===== config.mk =====
export PLATFORM = sky130hd
export DESIGN_NAME = lcd_dp_core
export DESIGN_NICKNAME = d
export VERILOG_FILES = /design/src/sv/lcd_dp_pkg.sv /design/src/sv/lcd_dp_core.sv
export SDC_FILE = /design/constraint.sdc
export NUM_CORES = 1
export LEC_CHECK = 0
export ABC_AREA = 1
export CAP_MARGIN = 0
export CORE_MARGIN = 1
export CORE_UTILIZATION = 60
export CTS_BUF_LIST = sky130_fd_sc_hd__clkbuf_8
export DETAILED_ROUTE_END_ITERATION = 8
export DONT_BUFFER_PORTS = 1
export GPL_TIMING_DRIVEN = 0
export HOLD_SLACK_MARGIN = 0.02
export PLACE_DENSITY = 0.76
export SLEW_MARGIN = 20
export SYNTH_ARGS = -nofsm -noshare
export SYNTH_HDL_FRONTEND = slang
export SYNTH_SLANG_ARGS = --single-unit

===== constraint.sdc =====
create_clock -name clock -period 5.16 [get_ports clock]
set_input_delay 0.258 -clock clock [delete_from_list [all_inputs] [get_ports clock]]
set_output_delay 0.258 -clock clock [all_outputs]
set_load 0.01 [all_outputs]

===== src/sv/lcd_dp_pkg.sv =====
// Shared types, sizes, command codes and contrast tables for the LCD
// controller command and data port. No dependencies.
package lcd_dp_pkg;

   // Display RAM geometry.
   localparam int PAGE_COUNT  = 9;
   localparam int PAGE_STRIDE = 256;
   localparam int RAM_DEPTH   = PAGE_COUNT * PAGE_STRIDE;
   localparam int RAM_AW      = $clog2(RAM_DEPTH);
   localparam logic [7:0] LAST_COLUMN = 8'd131;

   // Command codes and ranges.
   localparam logic [7:0] CMD_COL_LO_FIRST  = 8'h00;
   localparam logic [7:0] CMD_COL_LO_LAST   = 8'h0F;
   localparam logic [7:0] CMD_COL_HI_FIRST  = 8'h10;
   localparam logic [7:0] CMD_COL_HI_LAST   = 8'h1F;
   localparam logic [7:0] CMD_START_FIRST   = 8'h40;
   localparam logic [7:0] CMD_START_LAST    = 8'h7F;
   localparam logic [7:0] CMD_CONTRAST      = 8'h81;
   localparam logic [7:0] CMD_SEG_NORMAL    = 8'hA0;
   localparam logic [7:0] CMD_SEG_REVERSE   = 8'hA1;
   localparam logic [7:0] CMD_MAX_OFF       = 8'hA2;
   localparam logic [7:0] CMD_MAX_ON        = 8'hA3;
   localparam logic [7:0] CMD_SET_OFF       = 8'hA4;
   localparam logic [7:0] CMD_SET_ON        = 8'hA5;
   localparam logic [7:0] CMD_INV_OFF       = 8'hA6;
   localparam logic [7:0] CMD_INV_ON        = 8'hA7;
   localparam logic [7:0] CMD_DISP_OFF      = 8'hAE;
   localparam logic [7:0] CMD_DISP_ON       = 8'hAF;
   localparam logic [7:0] CMD_PAGE_FIRST    = 8'hB0;
   localparam logic [7:0] CMD_PAGE_LAST     = 8'hB8;
   localparam logic [7:0] CMD_ROWS_FIRST    = 8'hC0;
   localparam logic [7:0] CMD_ROWS_LAST     = 8'hCF;
   localparam logic [7:0] CMD_RMW_START     = 8'hE0;
   localparam logic [7:0] CMD_SOFT_RESET    = 8'hE2;
   localparam logic [7:0] CMD_RMW_END       = 8'hEE;

   // Fixed values.
   localparam logic [5:0] CONTRAST_RESET    = 6'h1F;
   localparam logic [5:0] CONTRAST_SOFT     = 6'h20;
   localparam logic [5:0] CONTRAST_FULL     = 6'h3F;
   localparam logic [7:0] MAX_LIGHT         = 8'd240;
   localparam logic [7:0] MAX_DARK          = 8'd255;
   localparam logic [7:0] STATUS_BASE       = 8'h40;
   localparam logic [7:0] STATUS_ON         = 8'h20;
   localparam logic [7:0] HELD_RESET        = 8'h40;
   localparam logic [7:0] MASK_ALL          = 8'hFF;
   localparam logic [7:0] MASK_ICON_PAGE    = 8'h01;
   localparam logic [7:0] MASK_NONE         = 8'h00;

   localparam logic [7:0] LIGHT_TABLE [64] = '{
      8'd0,   8'd0,   8'd1,   8'd1,   8'd2,   8'd2,   8'd3,   8'd3,
      8'd4,   8'd4,   8'd5,   8'd5,   8'd6,   8'd6,   8'd7,   8'd7,
      8'd8,   8'd8,   8'd9,   8'd9,   8'd10,  8'd10,  8'd11,  8'd11,
      8'd12,  8'd12,  8'd13,  8'd13,  8'd14,  8'd14,  8'd15,  8'd15,
      8'd22,  8'd30,  8'd37,  8'd45,  8'd52,  8'd60,  8'd67,  8'd75,
      8'd82,  8'd90,  8'd97,  8'd105, 8'd112, 8'd120, 8'd127, 8'd135,
      8'd142, 8'd150, 8'd157, 8'd165, 8'd172, 8'd180, 8'd187, 8'd195,
      8'd202, 8'd210, 8'd217, 8'd225, 8'd232, 8'd240, 8'd247, 8'd255
   };

   localparam logic [7:0] DARK_TABLE [64] = '{
      8'd0,   8'd7,   8'd15,  8'd22,  8'd30,  8'd37,  8'd45,  8'd52,
      8'd60,  8'd67,  8'd75,  8'd82,  8'd90,  8'd97,  8'd105, 8'd112,
      8'd120, 8'd127, 8'd135, 8'd142, 8'd150, 8'd157, 8'd165, 8'd172,
      8'd180, 8'd187, 8'd195, 8'd202, 8'd210, 8'd217, 8'd225, 8'd232,
      8'd240, 8'd241, 8'd241, 8'd242, 8'd242, 8'd243, 8'd243, 8'd244,
      8'd244, 8'd245, 8'd245, 8'd246, 8'd246, 8'd247, 8'd247, 8'd248,
      8'd248, 8'd249, 8'd249, 8'd250, 8'd250, 8'd251, 8'd251, 8'd252,
      8'd252, 8'd253, 8'd253, 8'd254, 8'd254, 8'd255, 8'd255, 8'd255
   };

   // Display RAM access issued by the core.
   typedef struct packed {
      logic              wr_en;
      logic              rd_en;
      logic [RAM_AW-1:0] addr;
      logic [7:0]        wdata;
   } ram_req_type;

   // Display mode flags.
   typedef struct packed {
      logic rows;
      logic on;
      logic inv;
      logic set;
      logic seg;
   } mode_type;

   typedef struct packed {
      logic [7:0] light;
      logic [7:0] dark;
   } levels_type;

   // Pixel levels for a contrast value, or the fixed pair in max contrast mode.
   function automatic levels_type contrast_levels(input logic max_flag,
                                                  input logic [5:0] value);
      levels_type lv;
      if (max_flag) begin
         lv.light = MAX_LIGHT;
         lv.dark  = MAX_DARK;
      end else begin
         lv.light = LIGHT_TABLE[value];
         lv.dark  = DARK_TABLE[value];
      end
      return lv;
   endfunction

endpackage


===== src/sv/lcd_dp_core.sv =====
// Command decode, pointer and mode registers, contrast logic and read byte
// handling for one bus access. Depends on lcd_dp_pkg; drives lcd_dp_ram.
module lcd_dp_core (
   input  logic                     clock,
   input  logic                     reset,
   input  logic                     accept,
   input  logic                     op,
   input  logic                     reg_sel,
   input  logic [7:0]               wdata,
   input  logic                     cpu_access,
   input  logic [7:0]               ram_rd_data,
   output lcd_dp_pkg::ram_req_type  ram_req,
   output logic [7:0]               rdata,
   output logic [5:0]               contrast_level,
   output logic [7:0]               light_level,
   output logic [7:0]               dark_level,
   output logic                     display_enabled,
   output logic [5:0]               first_line,
   output logic                     segment_reversed,
   output logic                     rows_reversed,
   output logic                     invert_all,
   output logic                     force_all
);

   logic [7:0]           column_ff,   column_in;
   logic [3:0]           page_ff,     page_in;
   logic [5:0]           start_ff,    start_in;
   logic [5:0]           contrast_ff, contrast_in;
   logic [7:0]           light_ff,    light_in;
   logic [7:0]           dark_ff,     dark_in;
   logic                 pending_ff,  pending_in;
   logic                 max_ff,      max_in;
   lcd_dp_pkg::mode_type mode_ff,     mode_in;
   logic                 rmw_ff,      rmw_in;
   logic [7:0]           saved_ff,    saved_in;
   logic                 dummy_ff,    dummy_in;
   logic [7:0]           held_ff,     held_in;
   logic                 held_src_ff, held_src_in;
   logic [7:0]           mask_ff,     mask_in;
   logic [7:0]           rdata_ff,    rdata_in;
   logic                 rd_ram_ff,   rd_ram_in;

   logic                   page_valid;
   logic [7:0]             addr_col;
   logic [7:0]             col_next;
   logic [7:0]             col_step;
   logic [7:0]             held_now;
   lcd_dp_pkg::levels_type lv;

   // Address and pointer helpers.
   assign page_valid = {1'b0, page_ff} < 5'(lcd_dp_pkg::PAGE_COUNT);
   assign addr_col   = mode_ff.seg ? (lcd_dp_pkg::LAST_COLUMN - column_ff) : column_ff;
   assign col_step   = column_ff + 8'd1;
   assign col_next   = (col_step > lcd_dp_pkg::LAST_COLUMN) ? lcd_dp_pkg::LAST_COLUMN
                                                           : col_step;
   // The held byte may still be the last RAM read, which lands in the cycle after that read.
   assign held_now   = held_src_ff ? (ram_rd_data & mask_ff) : held_ff;

   // Next state for one access.
   always_comb begin
      column_in   = column_ff;
      page_in     = page_ff;
      start_in    = start_ff;
      contrast_in = contrast_ff;
      light_in    = light_ff;
      dark_in     = dark_ff;
      pending_in  = pending_ff;
      max_in      = max_ff;
      mode_in     = mode_ff;
      rmw_in      = rmw_ff;
      saved_in    = saved_ff;
      dummy_in    = dummy_ff;
      held_in     = held_ff;
      held_src_in = held_src_ff;
      mask_in     = mask_ff;
      rdata_in    = 8'h00;
      rd_ram_in   = 1'b0;
      lv          = lcd_dp_pkg::contrast_levels(max_ff, contrast_ff);
      ram_req.wr_en = 1'b0;
      ram_req.rd_en = 1'b0;
      ram_req.addr  = lcd_dp_pkg::RAM_AW'({page_ff, addr_col});
      ram_req.wdata = wdata;

      if (pending_ff) begin
         // The access right after the contrast command supplies its value; a read sets full contrast.
         pending_in = 1'b0;
         if (op) begin
            lv          = lcd_dp_pkg::contrast_levels(max_ff, lcd_dp_pkg::CONTRAST_FULL);
            contrast_in = lcd_dp_pkg::CONTRAST_FULL;
            if (reg_sel) begin
               held_in     = 8'h00;
               held_src_in = 1'b0;
            end
         end else begin
            lv          = lcd_dp_pkg::contrast_levels(max_ff, wdata[5:0]);
            contrast_in = wdata[5:0];
         end
         light_in = lv.light;
         dark_in  = lv.dark;
      end else if (op) begin
         if (!reg_sel) begin
            // Status read.
            rdata_in = lcd_dp_pkg::STATUS_BASE |
                       (mode_ff.on ? lcd_dp_pkg::STATUS_ON : 8'h00);
         end else if (!dummy_ff && cpu_access) begin
            // Real data read: the byte comes from the RAM port next cycle.
            ram_req.rd_en = accept;
            rd_ram_in     = 1'b1;
            held_src_in   = 1'b1;
            if (!page_valid) begin
               mask_in = lcd_dp_pkg::MASK_NONE;
            end else if (page_ff[3]) begin
               mask_in = lcd_dp_pkg::MASK_ICON_PAGE;
            end else begin
               mask_in = lcd_dp_pkg::MASK_ALL;
            end
            if (!rmw_ff) begin
               column_in = col_next;
               dummy_in  = 1'b1;
            end
         end else begin
            // Dummy read, or a read without cpu_access, returns the held byte.
            dummy_in = 1'b0;
            rdata_in = held_now;
         end
      end else if (!reg_sel) begin
         case (wdata) inside
            [lcd_dp_pkg::CMD_COL_LO_FIRST:lcd_dp_pkg::CMD_COL_LO_LAST]: begin
               if (!rmw_ff) begin
                  column_in = {column_ff[7:4], wdata[3:0]};
                  dummy_in  = 1'b1;
               end
            end
            [lcd_dp_pkg::CMD_COL_HI_FIRST:lcd_dp_pkg::CMD_COL_HI_LAST]: begin
               if (!rmw_ff) begin
                  column_in = {wdata[3:0], column_ff[3:0]};
                  dummy_in  = 1'b1;
               end
            end
            [lcd_dp_pkg::CMD_START_FIRST:lcd_dp_pkg::CMD_START_LAST]: begin
               start_in = wdata[5:0];
            end
            lcd_dp_pkg::CMD_CONTRAST: begin
               pending_in = 1'b1;
            end
            lcd_dp_pkg::CMD_SEG_NORMAL, lcd_dp_pkg::CMD_SEG_REVERSE: begin
               mode_in.seg = wdata[0];
            end
            lcd_dp_pkg::CMD_MAX_OFF, lcd_dp_pkg::CMD_MAX_ON: begin
               max_in   = wdata[0];
               lv       = lcd_dp_pkg::contrast_levels(wdata[0], contrast_ff);
               light_in = lv.light;
               dark_in  = lv.dark;
            end
            lcd_dp_pkg::CMD_SET_OFF, lcd_dp_pkg::CMD_SET_ON: begin
               mode_in.set = wdata[0];
            end
            lcd_dp_pkg::CMD_INV_OFF, lcd_dp_pkg::CMD_INV_ON: begin
               mode_in.inv = wdata[0];
            end
            lcd_dp_pkg::CMD_DISP_OFF, lcd_dp_pkg::CMD_DISP_ON: begin
               mode_in.on = wdata[0];
            end
            [lcd_dp_pkg::CMD_PAGE_FIRST:lcd_dp_pkg::CMD_PAGE_LAST]: begin
               page_in = wdata[3:0];
            end
            [lcd_dp_pkg::CMD_ROWS_FIRST:lcd_dp_pkg::CMD_ROWS_LAST]: begin
               mode_in.rows = wdata[3];
            end
            lcd_dp_pkg::CMD_RMW_START: begin
               rmw_in   = 1'b1;
               saved_in = column_ff;
            end
            lcd_dp_pkg::CMD_SOFT_RESET: begin
               // Levels use the max contrast flag as it stood before the reset.
               pending_in  = 1'b0;
               lv          = lcd_dp_pkg::contrast_levels(max_ff, lcd_dp_pkg::CONTRAST_SOFT);
               contrast_in = lcd_dp_pkg::CONTRAST_SOFT;
               light_in    = lv.light;
               dark_in     = lv.dark;
               column_in   = 8'h00;
               start_in    = 6'h00;
               max_in      = 1'b0;
               mode_in     = '0;
               page_in     = 4'h0;
               rmw_in      = 1'b0;
               dummy_in    = 1'b1;
               saved_in    = 8'h00;
            end
            lcd_dp_pkg::CMD_RMW_END: begin
               rmw_in    = 1'b0;
               column_in = saved_ff;
            end
            default: begin
            end
         endcase
      end else begin
         // Display data write; pages past the RAM drop the byte.
         ram_req.wr_en = accept & page_valid;
         column_in     = col_next;
         dummy_in      = 1'b1;
      end
   end

   // Control and settings registers.
   always_ff @(posedge clock) begin
      if (reset) begin
         column_ff   <= 8'h00;
         page_ff     <= 4'h0;
         start_ff    <= 6'h00;
         contrast_ff <= lcd_dp_pkg::CONTRAST_RESET;
         light_ff    <= lcd_dp_pkg::LIGHT_TABLE[lcd_dp_pkg::CONTRAST_RESET];
         dark_ff     <= lcd_dp_pkg::DARK_TABLE[lcd_dp_pkg::CONTRAST_RESET];
         pending_ff  <= 1'b0;
         max_ff      <= 1'b0;
         mode_ff     <= '0;
         rmw_ff      <= 1'b0;
         saved_ff    <= 8'h00;
         dummy_ff    <= 1'b0;
         held_ff     <= lcd_dp_pkg::HELD_RESET;
         held_src_ff <= 1'b0;
         rd_ram_ff   <= 1'b0;
      end else if (accept) begin
         column_ff   <= column_in;
         page_ff     <= page_in;
         start_ff    <= start_in;
         contrast_ff <= contrast_in;
         light_ff    <= light_in;
         dark_ff     <= dark_in;
         pending_ff  <= pending_in;
         max_ff      <= max_in;
         mode_ff     <= mode_in;
         rmw_ff      <= rmw_in;
         saved_ff    <= saved_in;
         dummy_ff    <= dummy_in;
         held_ff     <= held_in;
         held_src_ff <= held_src_in;
         rd_ram_ff   <= rd_ram_in;
      end
   end

   // Payload registers of the result.
   always_ff @(posedge clock) begin
      if (accept) begin
         mask_ff  <= mask_in;
         rdata_ff <= rdata_in;
      end
   end

   assign rdata            = rd_ram_ff ? (ram_rd_data & mask_ff) : rdata_ff;
   assign contrast_level   = contrast_ff;
   assign light_level      = light_ff;
   assign dark_level       = dark_ff;
   assign display_enabled  = mode_ff.on;
   assign first_line       = start_ff;
   assign segment_reversed = mode_ff.seg;
   assign rows_reversed    = mode_ff.rows;
   assign invert_all       = mode_ff.inv;
   assign force_all        = mode_ff.set;

endmodule


# == Word level (Yosys, flattened, before mapping) ==
# Memory sizes are Yosys's and may differ from the RTL's.
# Cells that the tools add are included.
# totals
memories,4
romBits,2048
in_bits,22
ramBits,0
latchBits,0
output_inout_bits,63
wordCells,381
reg_bits,76
# classes
n_mux,166
magnitude_cmp,14
reduce_logical,47
n_mul,0
addsub,2
div,0
n_shift,0
eq_ne,108
bitwise_logic,18
# mem_list
memory,depth,width,rd,rd_ports_with_merged_regs,write_ports,line,source
(name not given),64,8,1,0,0,lcd_dp_pkg.sv:104,lv.dark = DARK_TABLE[value];
(name not given),64,8,1,0,0,lcd_dp_pkg.sv:103,lv.light = LIGHT_TABLE[value];
(name not given),64,8,1,0,0,lcd_dp_pkg.sv:104,
(name not given),64,8,1,0,0,lcd_dp_pkg.sv:103,
# op_table
operator,count
8-bit two-way mux,69
16-bit AND reduction,11
6-bit two-way mux,29
8-bit equality test (second input constant),14
3-bit inequality test (second input constant),23
16-bit two-way mux,4
2-bit by 1-bit inequality test with 1-bit output (second input constant),29
1-bit two-way mux,57
2-bit inequality test (second input constant),26
4-bit inequality test (second input constant),10
2-bit nonzero test,11
4-bit two-way mux,5
19-bit AND reduction,1
3-bit by 2-bit inequality test with 1-bit output (second input constant),6
18-bit AND reduction,1
8-bit greater-or-equal comparator (second input constant),2
8-bit <= comparator (second input constant),2
15-bit AND reduction,1
7-bit greater-or-equal comparator (second input constant),2
1-bit inverter,14
6-bit inverter with 7-bit output,2
14-bit AND reduction,1
12-bit two-way mux,1
4-bit nonzero test,3
other kinds (19),31

# == Longest topological paths before layout ==
# Gate-level depths: netlist (run 1).
# depth
word_depth,17
depth_mapped,13

# == Least setup slack after synthesis (run 1) ==
# Ideal clock, no wire load.
# synth_timing
path_kind,in2reg
startpoint,input wdata[0]
endpoint,"register dark_ff[6], in the netlist dark_level[6]"
path_slack_ps,3103
required_ps,5026
arrival_time_ps,1923
stages,12
setup_time_ps,134
cell_sequence,buf_2 > inv_1 > ha_1 > nor2_1 > nor2_4 > nand2_2 > o21ai_4 > o21ai_4 > inv_4 > buf_8 > nand2_1 > nand3_1
# synth_between
elab_chain_cells,11
# synth_rtl
element,line,source
"start, declared",lcd_dp_core.sv:9,"input logic [7:0] wdata,"
8-bit equality test (no line),n/a,
2-bit OR reduction,lcd_dp_core.sv:127,case (wdata) inside
8-bit two-way mux (6 in series),lcd_dp_core.sv:127,
8-bit two-way mux,lcd_dp_core.sv:126,end else if (!reg_sel) begin
8-bit two-way mux,lcd_dp_core.sv:100,end else if (op) begin
8-bit two-way mux,lcd_dp_core.sv:84,if (pending_ff) begin
"end signal, assigned",lcd_dp_core.sv:213,dark_ff <= lcd_dp_pkg::DARK_TABLE[lcd_dp_pkg::CONTRAST_RESET];
"end signal, assigned",lcd_dp_core.sv:229,dark_ff <= dark_in;
"end, declared",lcd_dp_core.sv:30,"logic [7:0] dark_ff, dark_in;"
# Parallel ways exist; a longest one is shown, timed or not. The select of a mux whose other input is x is not followed.
# A chain may end at the register's enable or synchronous reset.

# == Worst setup path after layout (run 1) ==
# layout_timing
startpoint,input wdata[0]
endpoint,"register light_ff[4], in the netlist light_level[4]"
# layout_between
elab_chain_cells,11
# layout_rtl
element,line,source
8-bit equality test (no line),n/a,
2-bit OR reduction,lcd_dp_core.sv:127,
8-bit two-way mux (6 in series),lcd_dp_core.sv:127,
8-bit two-way mux,lcd_dp_core.sv:126,
8-bit two-way mux,lcd_dp_core.sv:100,
8-bit two-way mux,lcd_dp_core.sv:84,
"end signal, assigned",lcd_dp_core.sv:212,light_ff <= lcd_dp_pkg::LIGHT_TABLE[lcd_dp_pkg::CONTRAST_RESET];
"end signal, assigned",lcd_dp_core.sv:228,light_ff <= light_in;
"end, declared",lcd_dp_core.sv:29,"logic [7:0] light_ff, light_in;"
# Parallel ways exist; a longest one is shown, timed or not. The select of a mux whose other input is x is not followed.

==> metrics.csv, run 1 <==
stage;metric;value;unit
status;status;finished, final reports clean;
die;Initial Util;61.89;%
worst_setup_path;Crit Path Class;in2reg;
sta;Worst Max-Slew Pin Slew;0.7282;ns
run;Max-Cap Viols;0;
yosys;top cells by area in the synthesized netlist;dfxtp_1 24%, nand2_1 13%, o21ai_0 7.7%, nand3_1 6.7%, edfxtp_1 5.9%;
power_and_ir_drop;Net Sw Frac;30.41;%
cts;post-CTS setup buffer count;0;
worst_setup_path;Startpoint Class;primary input;
sta;final worst-path cycle share;45.19;%
global_route;largest net degree at the start of global routing;14;
route;DRC viols;0;
route;wire length per cell;16.92;um
die;IO Count;85;
power_and_ir_drop;Leak;2.402;nW
sta;hold slack;0.05315;ns
place;Placer Congestion;0.9509;
worst_setup_path;crit path max fanout;10;
yosys;Netlist Area Pre-Place;5085;um^2
die;CORE AREA;8217;um^2
min_path;worst hold path type;in2reg;
sta;endpoints failing setup;0;
yosys;Post-synth top cells;182 x nand2_1, 78 x o21ai_0, 68 x inv_1, 68 x nand3_1, 68 x nor2_1;
cts;Clock Tree Root;clkbuf_8;
power_and_ir_drop;Internal;0.0008363;W
die;Die W;94.06;um
yosys;dominant cell type by area after synthesis;dfxtp_1;
route;Pre-Repair DR Iteration Count;5;
yosys;Synthesis Warnings;0;
power_and_ir_drop;Peak VDD IR;0.1450;mV
layout;# nets final;816;
yosys;Top FF cell, synth;dfxtp_1;
yosys;Syn Nets;804;
cts;CTS tree;done;
place;Post-DP HPWL;11310;um
sta;Max Freq;0.4288;GHz
sta;clock skew;0.008696;ns
yosys;number of distinct library cells after synthesis;45;
global_route;first-pass GRT wire length;23700;um
cts;Clock transition at path regs;0.08;ns
die;Die ar.;8847;um^2
worst_setup_path;CP required;5.43;ns
layout;area delta synth->final;6.619;%
cts;# clock sinks;70;
route;drt via density;5.969;
yosys;post-synthesis register bit count;70;
global_route;remaining global-route overflow;0;
layout;Fillers;771;
sta;RSZ-0062 raised after global routing;false;
cts;H-tree Lvls;3;
sta;Tmin final;2.332;ns
power_and_ir_drop;Power per Cell Area;221.7;nW/um^2
route;DRT iter0 DRCs;369;
layout;antenna cells;0;
power_and_ir_drop;switching power;0.0003654;W
global_route;number of global-route vias before repair;4862;
route;final WL;14920;um
route;total number of vias;5265;
sta;Final Hold Vio Count;0;
worst_setup_path;CP arrival;2.60;ns
power_and_ir_drop;Comb pwr share;14.0;%
cts;Num CTS Buffers;9;
yosys;Mapped Cells;760;
sta;Slew headroom;51.45;%
die;Cell Rows;33;
yosys;post-synthesis sequential area ratio;29.53;%
sta;total negative slack;0;ns
cts;Clk Latency, worst-skew pair;0.37;ns
yosys;most frequent cell after synthesis;nand2_1;
global_route;initial antenna violation count;0;
die;Die Ht;94.06;um
global_route;All-Layer GR Usage;34.79;%
route;Post-DRT Antenna Nets;0;
yosys;Post-synth EDFFs;10;
power_and_ir_drop;Flop pwr share;47.3;%
yosys;top cell type's share of synthesized area;23.62;%
place;Port-buffer cells;0;
worst_setup_path;Worst Setup End Kind;flop;
power_and_ir_drop;power share of the clock group;38.7;%
cts;maximum root-to-sink buffer count;2;
layout;share of cells above drive strength 1;10.55;%
yosys;Synth Area per Inst;6.691;um^2
yosys;Async S/R FF share, synth;0;%
sta;fin. max-slew vios;0;
-- flip-flops by register name, summed over array words and instances (netlist names), 2 cells and up --
signal          flops
column_ff           8
dark_level          8
light_level         8
rdata_ff            8
saved_ff            8
contrast_level      6
first_line          6
page_ff             4
mask_ff             2
-- logic make-up (layout without fill, tap and decap cells) --
group | count (synthesis) | count (layout) | synth area share, %
xor+xnor | 9 | 9 | 1.550
buf+inv | 117 | 134 | 10.75
simple gates | 372 | 372 | 33.93
flops | 70 | 70 | 29.53
mux | 1 | 1 | 0.1969
fa+ha+maj | 22 | 22 | 5.413
compound gates | 169 | 169 | 18.63
-- power groups by stage --
| stage | clock (W) | combinational (W) | sequential (W) |
|---|---|---|---|
| after floorplan | 0 | 0.000127 | 0.000578 |
| after global placement | 0 | 0.000160 | 0.000581 |
| after detailed placement | 0 | 0.000163 | 0.000581 |
| after CTS | 0.000464 | 0.000166 | 0.000568 |
| after global routing | 0.000486 | 0.000186 | 0.000569 |
| final | 0.000465 | 0.000168 | 0.000568 |
-- path summary, 6_finish.rpt --
path | startpoint | endpoint | slack (ns) | cells after the start
max | wdata[0] | light_level[4] | 2.83 | 12
max reg2reg | contrast_level[1] | dark_level[5] | 3.05 | 10
min reg2reg | held_ff[6] | held_ff[6] | 0.45 | 2
min | wdata[1] | first_line[1] | 0.05 | 2
-- through the flow --
stage / worst slack (ns) / utilization [%] / instance area [um^2] / power (W) / instances
finish: 2.828 / 65.98 / 5421 / 0.001202 / 882
global route: 2.606 / 65.98 / 5421 / 0.001241 / 882
CTS: 2.839 / 65.98 / 5421 / 0.001198 / 882
detailed placement: 2.445 / 63.48 / 5216 / 0.0007441 / 865
global placement: 2.505 / 63.48 / 5216 / 0.0007411 / 865
floorplan: 3.103 / - / 5085 / 0.0007057 / 760
-- area by class of cell --
cell class | count | area, um^2 | share of cell area (%)
Clock buffer | 9 | 123.9 | 2.285
Sequential cell | 70 | 1501 | 27.69
Tap cell | 105 | 131.4 | 2.423
Multi-Input combinational cell | 573 | 3037 | 56.01
Clock inverter | 7 | 71.32 | 1.315
Buffer | 35 | 234.0 | 4.316
Timing Repair Buffer | 1 | 10.01 | 0.1846
Inverter | 82 | 312.8 | 5.770
-- critical path, cell delays in order --
cell and delay (ns):
buf_2 0.17, inv_1 0.31, ha_1 0.38, nor2_1 0.15, nor2_4 0.15, nand2_2 0.14
nor2_4 0.21, nand2_1 0.18, o21ai_0 0.41, nand2_1 0.10, nand2_1 0.07, nor2_1 0.04
-- layout by cell type, fill, tap and decap left out, types with 13 or more instances in the layout --
| cell | Yosys | routed |
|---|---|---|
| a21oi_1 | 57 | 57 |
| buf_4 | 13 | 13 |
| dfxtp_1 | 60 | 60 |
| ha_1 | 22 | 22 |
| inv_1 | 68 | 68 |
| nand2_1 | 182 | 182 |
| nand3_1 | 68 | 68 |
| nand4_1 | 16 | 16 |
| nor2_1 | 68 | 68 |
| o21ai_0 | 78 | 78 |
-- metal layers --
metal  share of wire (%)  track usage, %
met1                  42           44.00
met5                   0               0
met4                 2.8           15.51
met3                 7.9           6.149
met2                  47           57.54
-- timing repair --
item | in CTS | in global routing
hold endpoints to repair | 8 | 0
hold buffers | 1 | 0
gates resized for setup | 0 | 0
Note: power is estimated with default switching activity, not from simulation.
==> run 2: changes to the inputs <==
--- a/config.mk
+++ b/config.mk
@@ -5,7 +5,7 @@
 export SDC_FILE = /design/constraint.sdc
 export NUM_CORES = 1
 export LEC_CHECK = 0
-export ABC_AREA = 1
+export ABC_AREA = 0
 export CAP_MARGIN = 0
 export CORE_MARGIN = 1
 export CORE_UTILIZATION = 60
@@ -14,7 +14,7 @@
 export DONT_BUFFER_PORTS = 1
 export GPL_TIMING_DRIVEN = 0
 export HOLD_SLACK_MARGIN = 0.02
-export PLACE_DENSITY = 0.76
+export PLACE_DENSITY = 0.79
 export SLEW_MARGIN = 20
 export SYNTH_ARGS = -nofsm -noshare
 export SYNTH_HDL_FRONTEND = slang
==> constraint.sdc (replaced) <==
create_clock -name clock -period 2 [get_ports clock]
set_input_delay 0.1 -clock clock [delete_from_list [all_inputs] [get_ports clock]]
set_output_delay 0.1 -clock clock [all_outputs]
set_load 0.01 [all_outputs]
==> run 2 against run 1 <==
The flow now finishes with violations (setup timing). Design area rose by 8.7%. Clock power grew 150%. Core utilization is 5.0 points higher. Critical endpoint is now column_ff[2].
==> metrics.csv, run 2 <==
stage;metric;value;unit
layout;antenna cells;0;
die;IO Count;85;
place;Post-DP HPWL;11730;um
layout;share of cells above drive strength 1;16.57;%
worst_setup_path;CP arrival;2.28;ns
global_route;All-Layer GR Usage;37.08;%
worst_setup_path;Startpoint Class;primary input;
yosys;Post-synth top cells;65 x nor2_1, 60 x dfxtp_1, 58 x nand2_1, 41 x a21oi_1, 38 x o21ai_0;
worst_setup_path;Crit Path Class;in2reg;
global_route;first-pass GRT wire length;25490;um
layout;commonest non-fill, non-tap cells in the layout;64 x nor2_1, 58 x nand2_1, 53 x dfxtp_1;
route;total number of vias;5401;
yosys;Mapped Cells;671;
sta;Worst Max-Slew Pin Slew;0.7630;ns
cts;H-tree Lvls;3;
sta;final setup margin;-0.01217;ns
yosys;dominant cell type by area after synthesis;dfxtp_1;
route;DRC viols;0;
sta;RSZ-0062 raised after global routing;true;
min_path;worst hold path type;in2reg;
cts;maximum root-to-sink buffer count;2;
status;violated checks;setup timing;
global_route;number of global-route vias before repair;4870;
yosys;post-synthesis register bit count;70;
yosys;top cells by area in the synthesized netlist;dfxtp_1 23%, edfxtp_1 5.8%, ha_1 5.3%, nor2_1 4.7%, nand2_1 4.2%;
route;Pre-Repair DR Iteration Count;6;
worst_setup_path;CP required;2.27;ns
die;Die ar.;9064;um^2
power_and_ir_drop;Peak VDD IR;0.3354;mV
yosys;Synth Area per Inst;7.768;um^2
sta;Slew headroom;49.14;%
layout;# nets final;745;
sta;clock skew;0.009936;ns
global_route;remaining global-route overflow;0;
layout;Final Util;70.98;%
global_route;initial antenna violation count;0;
route;wire length per cell;20.61;um
status;status;complete, but fails checks;
yosys;top cell type's share of synthesized area;23.04;%
cts;CTS tree;done;
yosys;Syn Nets;715;
sta;Max Freq;0.4970;GHz
die;Cell Rows;33;
yosys;Post-synth EDFFs;10;
route;final WL;16710;um
cts;Clock transition at path regs;0.09;ns
yosys;Synthesis Warnings;0;
place;Port-buffer cells;0;
global_route;largest net degree at the start of global routing;16;
run;Max-Cap Viols;0;
place;Placer Congestion;0.9446;
sta;total negative slack;-0.01217;ns
worst_setup_path;crit path max fanout;10;
sta;Tmin final;2.012;ns
layout;area delta synth->final;13.01;%
worst_setup_path;Worst Setup End Kind;flop;
die;Die W;95.21;um
yosys;number of distinct library cells after synthesis;86;
die;Initial Util;62.81;%
sta;Final Hold Vio Count;0;
power_and_ir_drop;Leak;2.278;nW
yosys;Async S/R FF share, synth;0;%
sta;fin. max-slew vios;0;
yosys;most frequent cell after synthesis;nor2_1;
die;Die Ht;95.21;um
yosys;Top FF cell, synth;dfxtp_1;
layout;commonest non-fill, non-tap cell in the layout;nor2_1;
cts;Clk Latency, worst-skew pair;0.37;ns
cts;Clock Tree Root;clkbuf_8;
power_and_ir_drop;Power per Cell Area;522.9;nW/um^2
sta;endpoints failing setup;1;
route;DRT iter0 DRCs;569;
yosys;Netlist Area Pre-Place;5212;um^2
die;CORE AREA;8299;um^2
route;drt via density;6.660;
cts;Num CTS Buffers;9;
cts;# clock sinks;70;
route;Post-DRT Antenna Nets;0;
sta;final worst-path cycle share;100.6;%
yosys;post-synthesis sequential area ratio;28.80;%
## run 2: changes by cell type in the layout (fill, tap and decap cells not counted), sizes merged, moves of 15 or more
| cell | change |
|---|---|
| nand2 | -130 |
| o21ai | -47 |
| nand3 | -41 |
| inv | -40 |
| clkbuf | +23 |
| buf | +20 |
| nor2 | -20 |
| a21oi | -16 |
| nor2b | +16 |
| nand2b | +15 |
## run 2: logic make-up after synthesis
logic type | count (synthesis) | share of synthesized area [%]
simple gates | 255 | 25.90
xor+xnor | 12 | 2.016
fa+ha+maj | 22 | 5.281
compound gates | 198 | 26.79
mux | 11 | 2.424
buf+inv | 103 | 8.785
flops | 70 | 28.80
## run 2: cell type report
| class | instances | area [um^2] |
|---|---|---|
| fill | 688 | 2409 |
| clock buffer | 9 | 123.9 |
| clock inverter | 7 | 63.81 |
| sequential | 70 | 1518 |
| inverter | 35 | 131.4 |
| timing repair buffer | 21 | 180.2 |
| buffer | 66 | 364.1 |
| tap | 105 | 131.4 |
| multi-input combinational | 498 | 3378 |
## run 2: timing repair
item | CTS | global route
endpoints found under the hold margin | 23 | 0
setup endpoints to repair | 36 | 47
setup buffers | 5 | 7
hold buffers | 9 | 0
gates cloned | 0 | 0
resized for setup | 25 | 35
pin swaps | 5 | 6
## run 2: critical path: stages
cell and delay, ns:
clkbuf_4 0.21, inv_1 0.15, ha_1 0.23, clkbuf_2 0.22
nor3_2 0.21, o211ai_1 0.14, a211o_1 0.36, or4_1 0.54
o311ai_1 0.11
## run 2: worst paths after layout
| kind | startpoint | end | slack (ns) | depth (start not counted) |
|---|---|---|---|---|
| worst min-delay path | accept | contrast_level[2] | 0.07 | 2 |
| worst max-delay path | wdata[1] | column_ff[2] | -0.01 | 9 |
| worst max register to register | column_ff[2] | column_ff[4] | 0.05 | 7 |
| worst min register to register | held_ff[6] | held_ff[6] | 0.50 | 2 |
## run 2: stage by stage
| step | area, um^2 | std cells | power, W | hold WS, ns | setup slack [ns] |
|---|---|---|---|---|---|
| after floorplan | 5223 | 671 | 0.001793 | 0.2125 | -0.02076 |
| after global placement | 5354 | 776 | 0.001891 | 0.2132 | -0.4846 |
| after global routing | 5891 | 811 | 0.003180 | 0.07019 | -0.02484 |
| after detailed placement | 5354 | 776 | 0.001894 | 0.2132 | -0.5331 |
| final | 5891 | 811 | 0.003080 | 0.06544 | -0.01217 |
| after CTS | 5733 | 804 | 0.003036 | 0.04985 | 0.001157 |
## run 2: layer usage
layer  vias to the layer above  wire, um  track usage (%)
li1                       2500         -                -
met1                      2530      6815            50.86
met2                       342      7733            57.50
met3                        29      1831            7.496
met4                         0       331            13.01
met5                         -         0                0
## run 2: where the power goes
part | internal [W] | total [W] | switching, W
clock | 0.000480 | 0.00114 | 0.000661
sequential | 0.00144 | 0.00145 | 0.0000132
combinational | 0.000174 | 0.000490 | 0.000316
==> run 3: changes to the inputs <==
--- a/config.mk
+++ b/config.mk
@@ -7,14 +7,15 @@
 export LEC_CHECK = 0
 export ABC_AREA = 0
 export CAP_MARGIN = 0
+export CORE_ASPECT_RATIO = 0.8
 export CORE_MARGIN = 1
 export CORE_UTILIZATION = 60
 export CTS_BUF_LIST = sky130_fd_sc_hd__clkbuf_8
 export DETAILED_ROUTE_END_ITERATION = 8
 export DONT_BUFFER_PORTS = 1
 export GPL_TIMING_DRIVEN = 0
-export HOLD_SLACK_MARGIN = 0.02
 export PLACE_DENSITY = 0.79
+export SKIP_LAST_GASP = 1
 export SLEW_MARGIN = 20
 export SYNTH_ARGS = -nofsm -noshare
 export SYNTH_HDL_FRONTEND = slang
==> run 3 against run 2 <==
Combinational power decreased by 3%. The flow now finishes without violations. Critical path depth decreased by 2. Via count increased by 1.6%. Die area about the same.
==> metrics.csv, run 3 (synthesized netlist as in run 2, its figures left out) <==
stage;metric;value;unit
status;status;finished, final reports clean;
layout;FF/Latch Area;1514;um^2
layout;Final Util;70.31;%
sta;final worst-path cycle share;98.35;%
sta;clock skew;0.01007;ns
power_and_ir_drop;Power per Cell Area;543.8;nW/um^2
place;Placer Congestion;0.9889;
place;Port-buffer cells;0;
die;IO Count;85;
worst_setup_path;Worst Setup End Kind;flop;
power_and_ir_drop;Final Power;0.003229;W
worst_setup_path;Crit Path Class;reg2reg;
cts;# clock sinks;70;
route;Pre-Repair DR Iteration Count;5;
die;Initial Util;61.72;%
route;final WL;17280;um
global_route;first-pass GRT wire length;26340;um
cts;Clk Latency, worst-skew pair;0.36;ns
cts;Clock transition at path regs;0.08;ns
global_route;All-Layer GR Usage;37.89;%
cts;maximum root-to-sink buffer count;2;
sta;Tmin final;1.967;ns
layout;area occupied by multi-input gates;3396;um^2
worst_setup_path;Startpoint Class;flop;
layout;antenna cells;0;
cts;H-tree Lvls;3;
global_route;initial antenna violation count;0;
sta;total negative slack;0;ns
sta;Slew headroom;46.52;%
worst_setup_path;CP required;2.22;ns
route;DRT iter0 DRCs;734;
layout;commonest non-fill, non-tap cell in the layout;nor2_1;
power_and_ir_drop;Peak VDD IR;0.6327;mV
cts;Clock Tree Root;clkbuf_8;
die;Die W;106.2;um
cts;CTS tree;done;
sta;Max Freq;0.5084;GHz
route;wire length per cell;21.15;um
die;Cell Rows;30;
layout;Fillers;701;
route;DRC viols;0;
sta;Worst Max-Slew Pin Slew;0.8023;ns
global_route;largest net degree at the start of global routing;14;
worst_setup_path;CP arrival;2.19;ns
sta;endpoints failing setup;0;
die;Die Ht;85.37;um
die;CORE AREA;8446;um^2
min_path;worst hold path type;in2reg;
power_and_ir_drop;Leak;2.272;nW
route;drt via density;6.715;
place;Post-DP HPWL;12350;um
layout;share of cells above drive strength 1;16.31;%
cts;Num CTS Buffers;9;
route;Post-DRT Antenna Nets;0;
layout;final instance area;5938;um^2
layout;# nets final;744;
sta;Final Hold Vio Count;0;
sta;fin. max-slew vios;0;
die;Die ar.;9067;um^2
global_route;remaining global-route overflow;0;
layout;area delta synth->final;13.92;%
run;Max-Cap Viols;0;
layout;commonest non-fill, non-tap cells in the layout;64 x nor2_1, 58 x nand2_1, 54 x dfxtp_1;
route;total number of vias;5486;
place;Post-DP Area;5363;um^2
sta;hold slack;0.02540;ns
sta;RSZ-0062 raised after global routing;true;
global_route;number of global-route vias before repair;4835;
worst_setup_path;crit path max fanout;9;
-- run 3: critical path, cell delays in order (launching register included) --
cell	delay [ns]
dfxtp_1	0.35
buf_6	0.16
inv_1	0.10
nor4_4	0.38
mux2i_2	0.40
buf_4	0.21
o32a_1	0.15
o32ai_1	0.08
-- run 3: what timing repair did --
action / 4_1_cts / 5_1_grt
hold endpoints to repair: 15 / 0
pin swaps: 3 / 5
endpoints found under the setup margin: 37 / 41
hold buffers: 8 / 0
gates resized for setup: 20 / 48
setup buffers: 4 / 8
-- run 3: final cells by class --
type	instances	share of cell area, %
inverters	35	2.276
multi-input cells	498	57.19
plain buffers	66	6.110
clock buffers	9	2.086
repair buffers	20	2.844
well taps	112	2.360
flip-flops and latches	70	25.50
clock inverters	7	1.643
-- run 3: path summary, 6_finish.rpt --
check               startpoint            end  slack [ns]  cells after the start
setup / recovery  column_ff[5]   column_ff[6]        0.03                      7
hold / removal           reset  first_line[5]        0.03                      2
setup reg to reg  column_ff[5]   column_ff[6]        0.03                      7
hold reg to reg     held_ff[6]     held_ff[6]        0.50                      2
-- run 3: power by group --
| part | leakage [nW] | total (W) | internal [W] | switching, W |
|---|---|---|---|---|
| combinational | 1.58 | 0.000475 | 0.000163 | 0.000312 |
| clock | 0.112 | 0.00130 | 0.000708 | 0.000594 |
| sequential | 0.579 | 0.00145 | 0.00144 | 0.0000137 |
-- run 3: per-stage QoR --
stage          worst slack (ns)  std cells
4_1_cts                -0.06575        809
3_3_place_gp            -0.5126        783
6_report                0.03310        817
3_5_place_dp            -0.5517        783
2_1_floorplan          -0.02076        671
5_1_grt                 -0.1311        817
-- run 3: layer usage --
layer / global-route usage (%) / vias up / share of wire, %
met4: 14.65 / 0 / 2.7
met5: 0 / - / 0
met2: 50.47 / 379 / 40
met3: 9.293 / 44 / 13
met1: 57.45 / 2564 / 44
li1: - / 2499 / -
